$ cat src/hw/rtl/bpmd_pkg.sv
// Package: shared types and constants of the bulk packet message deframer.
package bpmd_pkg;

    localparam int PACKET_BYTES_DEF = 64;
    localparam int BYTE_W           = 8;
    localparam int LEN_W            = 16;
    localparam int CFG_INDEX_W      = 1;

    localparam logic [BYTE_W-1:0] START_TYPE_RST = 8'd0;
    localparam logic [BYTE_W-1:0] CONT_TYPE_RST  = 8'd1;

    typedef enum logic [CFG_INDEX_W-1:0] {
        CFG_START_TYPE = 1'b0,
        CFG_CONT_TYPE  = 1'b1
    } t_cfg_index;

    // Next start-header byte to take; HDR_DONE when no header is pending.
    typedef enum logic [1:0] {
        HDR_DONE   = 2'd0,
        HDR_SKIP   = 2'd1,
        HDR_LEN_LO = 2'd2,
        HDR_LEN_HI = 2'd3
    } t_hdr_pos;

    typedef struct packed {
        logic [BYTE_W-1:0] start_type_code;
        logic [BYTE_W-1:0] cont_type_code;
    } t_cfg;

    typedef struct packed {
        logic [BYTE_W-1:0] data_byte;
        logic              packet_first;
        logic              packet_final;
    } t_in_item;

endpackage

$ cat src/hw/rtl/bpmd_if.sv
// Interfaces: byte input channel, result channel and configuration write channel.
interface bpmd_in_if;
    logic                          valid;
    logic                          ready;
    logic [bpmd_pkg::BYTE_W-1:0]   data_byte;
    logic                          packet_first;
    logic                          packet_final;

    modport source (output valid, output data_byte, output packet_first,
                    output packet_final, input ready);
    modport sink   (input valid, input data_byte, input packet_first,
                    input packet_final, output ready);
endinterface

interface bpmd_out_if;
    logic                          valid;
    logic                          ready;
    logic                          payload_valid;
    logic [bpmd_pkg::BYTE_W-1:0]   payload_byte;
    logic                          message_last;
    logic                          protocol_error;

    modport source (output valid, output payload_valid, output payload_byte,
                    output message_last, output protocol_error, input ready);
    modport sink   (input valid, input payload_valid, input payload_byte,
                    input message_last, input protocol_error, output ready);
endinterface

interface bpmd_cfg_if;
    logic                               valid;
    logic                               ready;
    logic [bpmd_pkg::CFG_INDEX_W-1:0]   index;
    logic [bpmd_pkg::BYTE_W-1:0]        data;

    modport source (output valid, output index, output data, input ready);
    modport sink   (input valid, input index, input data, output ready);
endinterface

$ cat src/hw/rtl/bpmd_cfg_regs.sv
// Configuration registers: start and continuation type codes.
module bpmd_cfg_regs (
    input  logic             i_clk,
    input  logic             i_rst_n,
    bpmd_cfg_if.sink         i_cfg,
    output bpmd_pkg::t_cfg   o_cfg
);

    logic [bpmd_pkg::BYTE_W-1:0] r_start_type;
    logic [bpmd_pkg::BYTE_W-1:0] r_cont_type;

    assign i_cfg.ready = 1'b1;

    always_ff @(posedge i_clk) begin
        if (!i_rst_n) begin
            r_start_type <= bpmd_pkg::START_TYPE_RST;
            r_cont_type  <= bpmd_pkg::CONT_TYPE_RST;
        end else if (i_cfg.valid) begin
            unique case (bpmd_pkg::t_cfg_index'(i_cfg.index))
                bpmd_pkg::CFG_START_TYPE: r_start_type <= i_cfg.data;
                bpmd_pkg::CFG_CONT_TYPE:  r_cont_type  <= i_cfg.data;
                default: ;
            endcase
        end
    end

    assign o_cfg.start_type_code = r_start_type;
    assign o_cfg.cont_type_code  = r_cont_type;

endmodule

$ cat src/hw/rtl/bpmd_in_reg.sv
// Input register stage: captures one byte transfer and holds it until it advances.
module bpmd_in_reg (
    input  logic                 i_clk,
    input  logic                 i_rst_n,
    bpmd_in_if.sink              i_in,
    input  logic                 i_advance,
    output logic                 o_item_valid,
    output bpmd_pkg::t_in_item   o_item
);

    logic                 r_valid;
    bpmd_pkg::t_in_item   r_item;
    logic                 ready;

    // Take a new byte when empty or when the held one moves on this cycle.
    assign ready      = !r_valid || i_advance;
    assign i_in.ready = ready;

    always_ff @(posedge i_clk) begin
        if (!i_rst_n) begin
            r_valid <= 1'b0;
        end else if (ready) begin
            r_valid <= i_in.valid;
        end
    end

    always_ff @(posedge i_clk) begin
        if (ready && i_in.valid) begin
            r_item.data_byte    <= i_in.data_byte;
            r_item.packet_first <= i_in.packet_first;
            r_item.packet_final <= i_in.packet_final;
        end
    end

    assign o_item_valid = r_valid;
    assign o_item       = r_item;

endmodule

$ cat src/hw/rtl/bpmd_parse.sv
// Deframing state update and result register.
module bpmd_parse #(
    parameter int PACKET_BYTES = bpmd_pkg::PACKET_BYTES_DEF
) (
    input  logic                 i_clk,
    input  logic                 i_rst_n,
    input  logic                 i_item_valid,
    input  bpmd_pkg::t_in_item   i_item,
    input  bpmd_pkg::t_cfg       i_cfg,
    output logic                 o_advance,
    bpmd_out_if.source           o_out
);

    localparam int CNT_W = $clog2(PACKET_BYTES + 1);

    logic                            r_halted,    n_halted;
    logic                            r_msg_open,  n_msg_open;
    logic [bpmd_pkg::LEN_W-1:0]      r_bytes_rem, n_bytes_rem;
    bpmd_pkg::t_hdr_pos              r_hdr_pos,   n_hdr_pos;
    logic [bpmd_pkg::BYTE_W-1:0]     r_len_low,   n_len_low;
    logic [CNT_W-1:0]                r_pkt_cnt,   n_pkt_cnt;
    logic                            r_drop_rest, n_drop_rest;

    logic                            r_out_valid;
    logic                            r_payload_valid;
    logic [bpmd_pkg::BYTE_W-1:0]     r_payload_byte;
    logic                            r_message_last;
    logic                            r_protocol_error;

    logic                            res_valid;
    logic                            res_payload_valid;
    logic [bpmd_pkg::BYTE_W-1:0]     res_payload_byte;
    logic                            res_message_last;
    logic                            res_error;
    logic                            in_packet;
    logic [bpmd_pkg::LEN_W-1:0]      rem_dec;

    assign o_advance = i_item_valid && (!r_out_valid || o_out.ready);
    assign rem_dec   = r_bytes_rem - bpmd_pkg::LEN_W'(1);

    always_comb begin
        n_halted          = r_halted;
        n_msg_open        = r_msg_open;
        n_bytes_rem       = r_bytes_rem;
        n_hdr_pos         = r_hdr_pos;
        n_len_low         = r_len_low;
        n_pkt_cnt         = r_pkt_cnt;
        n_drop_rest       = r_drop_rest;
        res_valid         = 1'b0;
        res_payload_valid = 1'b0;
        res_payload_byte  = '0;
        res_message_last  = 1'b0;
        res_error         = 1'b0;
        in_packet         = 1'b0;

        if (!r_halted) begin
            if (i_item.packet_first) begin
                in_packet = 1'b1;
                if (r_hdr_pos != bpmd_pkg::HDR_DONE) begin
                    res_error = 1'b1;
                end else begin
                    n_pkt_cnt   = CNT_W'(1);
                    n_drop_rest = 1'b0;
                    if (!r_msg_open) begin
                        if (i_item.data_byte != i_cfg.start_type_code) begin
                            res_error = 1'b1;
                        end else begin
                            n_hdr_pos = bpmd_pkg::HDR_SKIP;
                        end
                    end else if (i_item.data_byte != i_cfg.cont_type_code) begin
                        res_error = 1'b1;
                    end
                end
            end else if (r_pkt_cnt != '0) begin
                in_packet = 1'b1;
                // Bytes past the packet size are ignored; only the final mark counts.
                if (r_pkt_cnt < CNT_W'(PACKET_BYTES)) begin
                    n_pkt_cnt = r_pkt_cnt + CNT_W'(1);
                    unique case (r_hdr_pos)
                        bpmd_pkg::HDR_SKIP: begin
                            n_hdr_pos = bpmd_pkg::HDR_LEN_LO;
                        end
                        bpmd_pkg::HDR_LEN_LO: begin
                            n_len_low = i_item.data_byte;
                            n_hdr_pos = bpmd_pkg::HDR_LEN_HI;
                        end
                        bpmd_pkg::HDR_LEN_HI: begin
                            n_hdr_pos   = bpmd_pkg::HDR_DONE;
                            n_bytes_rem = {i_item.data_byte, r_len_low};
                            if ({i_item.data_byte, r_len_low} == '0) begin
                                // Empty message: report completion with no byte.
                                n_msg_open       = 1'b0;
                                n_drop_rest      = 1'b1;
                                res_valid        = 1'b1;
                                res_message_last = 1'b1;
                            end else begin
                                n_msg_open = 1'b1;
                            end
                        end
                        bpmd_pkg::HDR_DONE: begin
                            if (r_msg_open && !r_drop_rest) begin
                                n_bytes_rem       = rem_dec;
                                res_valid         = 1'b1;
                                res_payload_valid = 1'b1;
                                res_payload_byte  = i_item.data_byte;
                                if (rem_dec == '0) begin
                                    n_msg_open       = 1'b0;
                                    n_drop_rest      = 1'b1;
                                    res_message_last = 1'b1;
                                end
                            end
                        end
                        default: ;
                    endcase
                end
            end

            if (in_packet && !res_error && i_item.packet_final) begin
                if (n_hdr_pos != bpmd_pkg::HDR_DONE) begin
                    res_error = 1'b1;
                end else begin
                    n_pkt_cnt   = '0;
                    n_drop_rest = 1'b0;
                end
            end

            if (res_error) begin
                n_halted          = 1'b1;
                res_valid         = 1'b1;
                res_payload_valid = 1'b0;
                res_payload_byte  = '0;
                res_message_last  = 1'b0;
            end
        end
    end

    always_ff @(posedge i_clk) begin
        if (!i_rst_n) begin
            r_halted    <= 1'b0;
            r_msg_open  <= 1'b0;
            r_bytes_rem <= '0;
            r_hdr_pos   <= bpmd_pkg::HDR_DONE;
            r_len_low   <= '0;
            r_pkt_cnt   <= '0;
            r_drop_rest <= 1'b0;
            r_out_valid <= 1'b0;
        end else begin
            if (o_advance) begin
                r_halted    <= n_halted;
                r_msg_open  <= n_msg_open;
                r_bytes_rem <= n_bytes_rem;
                r_hdr_pos   <= n_hdr_pos;
                r_len_low   <= n_len_low;
                r_pkt_cnt   <= n_pkt_cnt;
                r_drop_rest <= n_drop_rest;
                r_out_valid <= res_valid;
            end else if (o_out.ready) begin
                r_out_valid <= 1'b0;
            end
        end
    end

    always_ff @(posedge i_clk) begin
        if (o_advance && res_valid) begin
            r_payload_valid  <= res_payload_valid;
            r_payload_byte   <= res_payload_byte;
            r_message_last   <= res_message_last;
            r_protocol_error <= res_error;
        end
    end

    assign o_out.valid          = r_out_valid;
    assign o_out.payload_valid  = r_payload_valid;
    assign o_out.payload_byte   = r_payload_byte;
    assign o_out.message_last   = r_message_last;
    assign o_out.protocol_error = r_protocol_error;

endmodule

$ cat src/hw/rtl/bulk_packet_message_deframer_core.sv
// Top level of the bulk packet message deframer.
//
// i_in carries one packet byte per transfer with first/final marks. o_out
// carries zero or one result per byte: a payload byte, an empty-message
// marker (message_last with payload_valid low), or a protocol error.
// i_cfg writes the start type code (index 0) and the continuation type
// code (index 1); write it only while no byte is in flight.
// A result reaches o_out through the input register, then the result
// register. Throughput: one byte per cycle while o_out does not stall,
// set by the combinational state update between those two registers.
// When o_out stalls, the held byte waits in the input register and i_in
// stays ready until that register is full. Reset clears the halt flag,
// all deframing state and both pipeline valids; type codes return to 0/1.
// After a protocol error the block halts: bytes are still taken and
// dropped, and no further result appears until reset.
module bulk_packet_message_deframer_core #(
    parameter int PACKET_BYTES = bpmd_pkg::PACKET_BYTES_DEF
) (
    input  logic         i_clk,
    input  logic         i_rst_n,
    bpmd_in_if.sink      i_in,
    bpmd_cfg_if.sink     i_cfg,
    bpmd_out_if.source   o_out
);

    bpmd_pkg::t_cfg       cfg;
    bpmd_pkg::t_in_item   item;
    logic                 item_valid;
    logic                 advance;

    bpmd_cfg_regs u_cfg_regs (
        .i_clk   (i_clk),
        .i_rst_n (i_rst_n),
        .i_cfg   (i_cfg),
        .o_cfg   (cfg)
    );

    bpmd_in_reg u_in_reg (
        .i_clk        (i_clk),
        .i_rst_n      (i_rst_n),
        .i_in         (i_in),
        .i_advance    (advance),
        .o_item_valid (item_valid),
        .o_item       (item)
    );

    bpmd_parse #(
        .PACKET_BYTES (PACKET_BYTES)
    ) u_parse (
        .i_clk        (i_clk),
        .i_rst_n      (i_rst_n),
        .i_item_valid (item_valid),
        .i_item       (item),
        .i_cfg        (cfg),
        .o_advance    (advance),
        .o_out        (o_out)
    );

endmodule

$ cat src/flat_wrapper.sv
// flat-port wrapper written by rule: the top's interface ports become plain ports
module bulk_packet_message_deframer_core_flat 
#(
    parameter int PACKET_BYTES = bpmd_pkg::PACKET_BYTES_DEF
)
  (i_clk, i_rst_n, i_in_valid, i_in_data_byte, i_in_packet_first, i_in_packet_final, i_in_ready, i_cfg_valid, i_cfg_index, i_cfg_data, i_cfg_ready, o_out_valid, o_out_payload_valid, o_out_payload_byte, o_out_message_last, o_out_protocol_error, o_out_ready);
  bpmd_in_if i_in_i ();
  bpmd_cfg_if i_cfg_i ();
  bpmd_out_if o_out_i ();
  input  logic i_clk;
  input  logic i_rst_n;
  input wire logic [$bits(i_in_i.valid)-1:0] i_in_valid;
  input wire logic [$bits(i_in_i.data_byte)-1:0] i_in_data_byte;
  input wire logic [$bits(i_in_i.packet_first)-1:0] i_in_packet_first;
  input wire logic [$bits(i_in_i.packet_final)-1:0] i_in_packet_final;
  output wire logic [$bits(i_in_i.ready)-1:0] i_in_ready;
  input wire logic [$bits(i_cfg_i.valid)-1:0] i_cfg_valid;
  input wire logic [$bits(i_cfg_i.index)-1:0] i_cfg_index;
  input wire logic [$bits(i_cfg_i.data)-1:0] i_cfg_data;
  output wire logic [$bits(i_cfg_i.ready)-1:0] i_cfg_ready;
  output wire logic [$bits(o_out_i.valid)-1:0] o_out_valid;
  output wire logic [$bits(o_out_i.payload_valid)-1:0] o_out_payload_valid;
  output wire logic [$bits(o_out_i.payload_byte)-1:0] o_out_payload_byte;
  output wire logic [$bits(o_out_i.message_last)-1:0] o_out_message_last;
  output wire logic [$bits(o_out_i.protocol_error)-1:0] o_out_protocol_error;
  input wire logic [$bits(o_out_i.ready)-1:0] o_out_ready;
  assign i_in_i.valid = i_in_valid;
  assign i_in_i.data_byte = i_in_data_byte;
  assign i_in_i.packet_first = i_in_packet_first;
  assign i_in_i.packet_final = i_in_packet_final;
  assign i_in_ready = i_in_i.ready;
  assign i_cfg_i.valid = i_cfg_valid;
  assign i_cfg_i.index = i_cfg_index;
  assign i_cfg_i.data = i_cfg_data;
  assign i_cfg_ready = i_cfg_i.ready;
  assign o_out_valid = o_out_i.valid;
  assign o_out_payload_valid = o_out_i.payload_valid;
  assign o_out_payload_byte = o_out_i.payload_byte;
  assign o_out_message_last = o_out_i.message_last;
  assign o_out_protocol_error = o_out_i.protocol_error;
  assign o_out_i.ready = o_out_ready;
  bulk_packet_message_deframer_core #(.PACKET_BYTES(PACKET_BYTES)) u_core (.i_clk(i_clk), .i_rst_n(i_rst_n), .i_in(i_in_i), .i_cfg(i_cfg_i), .o_out(o_out_i));
endmodule
$ cat config.mk
export PLATFORM = sky130hd
export DESIGN_NAME = bulk_packet_message_deframer_core_flat
export DESIGN_NICKNAME = d
export VERILOG_FILES = /design/src/hw/rtl/bpmd_pkg.sv /design/src/hw/rtl/bpmd_if.sv /design/src/hw/rtl/bpmd_cfg_regs.sv /design/src/hw/rtl/bpmd_in_reg.sv /design/src/hw/rtl/bpmd_parse.sv /design/src/hw/rtl/bulk_packet_message_deframer_core.sv /design/src/flat_wrapper.sv
export SDC_FILE = /design/constraint.sdc
export NUM_CORES = 1
export LEC_CHECK = 0
export BUFFER_PORTS_ARGS = -buffer_cell sky130_fd_sc_hd__buf_4
export CORE_ASPECT_RATIO = 1.25
export CORE_MARGIN = 5
export CORE_UTILIZATION = 59
export CTS_CLUSTER_DIAMETER = 120
export DETAILED_ROUTE_END_ITERATION = 8
export GPL_TIMING_DRIVEN = 1
export PLACE_DENSITY = 0.87
export SKIP_CTS_REPAIR_TIMING = 1
export SYNTH_ARGS = -nofsm -noshare
export SYNTH_HDL_FRONTEND = slang
export SYNTH_SLANG_ARGS = --single-unit
$ cat constraint.sdc
create_clock -name i_clk -period 3 [get_ports i_clk]
set_input_delay 0.9 -clock i_clk [delete_from_list [all_inputs] [get_ports i_clk]]
set_output_delay 0.9 -clock i_clk [all_outputs]
set_load 0.005 [all_outputs]
==> reports/qor.txt <==
Outcome - complete, no violations
Share of the yosys chip area belonging to registers - 44.1%
DR pass1 iterations - 5
Tot Pwr - 2.11 mW
Leak pwr - 1.72 nW
Commonest non-fill, non-tap cells in the layout - nand2_1 (60), nor2_1 (55), dfxtp_1 (54)
P_sw - 515 µW
CTS root buffer - clkbuf_8
PD cells - 473 nW/µm²
Initial antenna violation count - 0
Post-Syn Area - 3880 µm²
Warnings from Yosys - 0
Crit Path Class - flop to flop
First-pass GRT wire length - 15400 µm
Pint - 1.59 mW
Synth async-reset ratio - 0%
CTS tree - built
Post-synth EDFFs - 21
Top cell type by total area after synthesis - dfxtp_1
Die width - 82.6 µm
Maximum root-to-sink buffer count - 2
Syn avg cell area - 8.44 µm²
# setup viols final - 0
Fin nets - 522
Net Count, Synth - 491
Die Area - 8320 µm²
Inserted Diodes - 0
Total wire length - 9340 µm
Worst-path clk slew - 80 ps
Synth unique cells - 63
Hold Crit Class - flop to flop
Min cycle time layout - 2550 ps
Final Util - 68.7%
Synth area leaders - dfxtp_1 (28%), edfxtp_1 (16%), a21oi_1 (6.6%), nand2_1 (5.8%), nor2_1 (5.3%)
Clock latency on the worst-skew pair - 360 ps
Multi-input gate area - 2010 µm²
Slew Limit Fails - 0
Max-slew headroom - 49.2%
Worst-path maximum fanout - 11
Peak VDD IR - 0.318 mV
Largest net degree at the start of global routing - 35
WP data required - 3060 ps
Core area - 6480 µm²
Worst Clk Skew - 9.38 ps
Cells along the critical path - inv_1, ha_1, nand3_1, o31ai_1, or3_1, a31oi_1, a21oi_1, buf_4
Initial Utilization - 59.9%
Sequential share of power - 52.1%
DR WL/cell - 16.0 µm
Post-synth top area share - 27.8%
CP Capture Type - flop
Total number of vias - 3557
Final Wtd Congestion - 0.926
Post-Syn Instances - 460
Critical path startpoint category - flop
CTS sink count - 75
Most common cell after layout, fill and taps aside - nand2_1
# rows - 33
Clock share of power - 39.7%
CTS H-tree lvls - 3
Post-DP HPWL - 6540 µm
GRT Util Overall - 24.1%
TritonCTS Buffers - 9
Number of port buffers - 36
Vias in the first global route - 3348
Starting DRT DRC Count - 360
Critical path data arrival time - 2620 ps
Worst-Margin Slew - 755 ps
Setup_tns - 0 ps
Placed Area - 4230 µm²
FF/Latch Area - 1710 µm²
# IOs - 38
Max_cap viols - 0
Prevailing post-synth register cell - dfxtp_1
Drc violations - 0
Post-route cell area - 4450 µm²
Fin. Hold Viols - 0
Antenna viol nets, final - 0
Area growth syn-to-layout - 14.7%
Slowest stage delay, CP - 430 ps
Die Height - 101 µm
Final period util - 85.1%
Vias per cell - 6.10
F_max - 391 MHz
Comb power frac - 8.2%
CP max-delay cell - o31ai_1
Net Sw Frac - 24.5%
Total grt overflow - 0
Number of synthesized register bits - 75
Fraction of layout cells with a size suffix above 1 - 14.5%
Filler cells - 519
RSZ-0062 raised after global routing - no
==> per-layer routing <==
layer  vias to the layer above  part of all wire (%)  track usage, %
met4                         0                   4.3            13.8
met2                       171                    48            38.9
met5                         -                     0               0
li1                       1714                     -               -
met1                      1633                    40            29.0
met3                        39                   7.6            5.55
==> flip-flops by register name (all words and copies together), names as in the netlist, 2 cells and up <==
register                           count
u_core.u_cfg_regs.r_start_type         8
u_core.u_parse.r_pkt_cnt               7
u_core.u_parse.o_out.payload_byte      8
u_core.u_parse.r_len_low               8
u_core.u_parse.r_bytes_rem            16
u_core.u_parse.r_hdr_pos               2
u_core.u_cfg_regs.r_cont_type          8
u_core.u_in_reg.o_item                10
==> path summary, 6_finish.rpt <==
| check | startpoint | cells past startpoint | slack, ps | to |
|---|---|---|---|---|
| max reg2reg | u_core.u_parse.r_hdr_pos[0]$_SDFFE_PN0P_ | 8 | 450 | u_core.u_parse.o_out.payload_byte[0]$_SDFFCE_PP0P_ |
| max | u_core.u_parse.r_hdr_pos[0]$_SDFFE_PN0P_ | 8 | 450 | u_core.u_parse.o_out.payload_byte[0]$_SDFFCE_PP0P_ |
| min reg2reg | u_core.u_cfg_regs.r_cont_type[4]$_SDFFE_PN0P_ | 2 | 470 | u_core.u_cfg_regs.r_cont_type[4]$_SDFFE_PN0P_ |
| min | u_core.u_cfg_regs.r_cont_type[4]$_SDFFE_PN0P_ | 2 | 470 | u_core.u_cfg_regs.r_cont_type[4]$_SDFFE_PN0P_ |
==> metrics by stage <==
stage	cells	hold slack [ps]	worst slack (ps)
2_1_floorplan	460	448	463
3_3_place_gp	567	456	568
3_5_place_dp	567	460	528
4_1_cts	583	472	490
5_1_grt	583	496	232
6_report	583	470	446
==> critical path, delay by kind of cell, from the launching register on <==
kind,cells,cell delay [ps]
buf+inv,2,350
simple gates,2,350
flops,1,370
fa+ha+maj,1,360
compound gates,3,830
==> layout make-up <==
class	instances	share of cell area, %
multi-input combinational	342	45.0
timing repair buffer	44	7.42
sequential	75	38.4
clock buffer	13	4.52
inverter	19	1.60
tap	87	2.44
clock inverter	3	0.562
==> power by group through the flow <==
stage	registers, mW	clock network (mW)	logic (mW)
3_3_place_gp	1.12	0	0.165
6_report	1.10	0.835	0.173
4_1_cts	1.10	0.851	0.171
5_1_grt	1.10	0.892	0.191
3_5_place_dp	1.12	0	0.170
2_1_floorplan	1.11	0	0.114
==> cell usage after synthesis (all sizes together), types with 2 or more instances <==
library cell	n
o21ai	21
and2	2
a21o	2
o31ai	5
inv	18
a211oi	5
edfxtp	21
nand3b	3
nand2b	3
and4	2
o22ai	8
nand4	3
a32oi	2
dfxtp	54
o41ai	2
xor2	4
a22oi	2
a31oi	6
and3	2
xnor2	15
o32ai	4
nor4	9
nand3	21
clkbuf	22
o221a	2
a41oi	3
nor4b	2
or3	2
nor3b	5
ha	7
or4	2
nor3	10
o21a	3
nand2	60
buf	2
nor2	55
a21oi	51
mux2	2
nor2b	4
==> kinds of logic (layout without fill, tap and decap cells) <==
logic type / Yosys count / count (layout) / share of synthesized area (%)
buffers and inverters: 43 / 79 / 4.28
other: 1 / 1 / 0.0966
XOR/XNOR: 19 / 19 / 4.28
adder cells (fa/ha/maj): 7 / 7 / 2.26
AO/OA/AOI/OAI: 124 / 124 / 20.0
AND/OR/NAND/NOR: 188 / 188 / 24.0
multiplexers: 3 / 3 / 0.934
flip-flops: 75 / 75 / 44.1
Power figures use the tool's default switching activity.
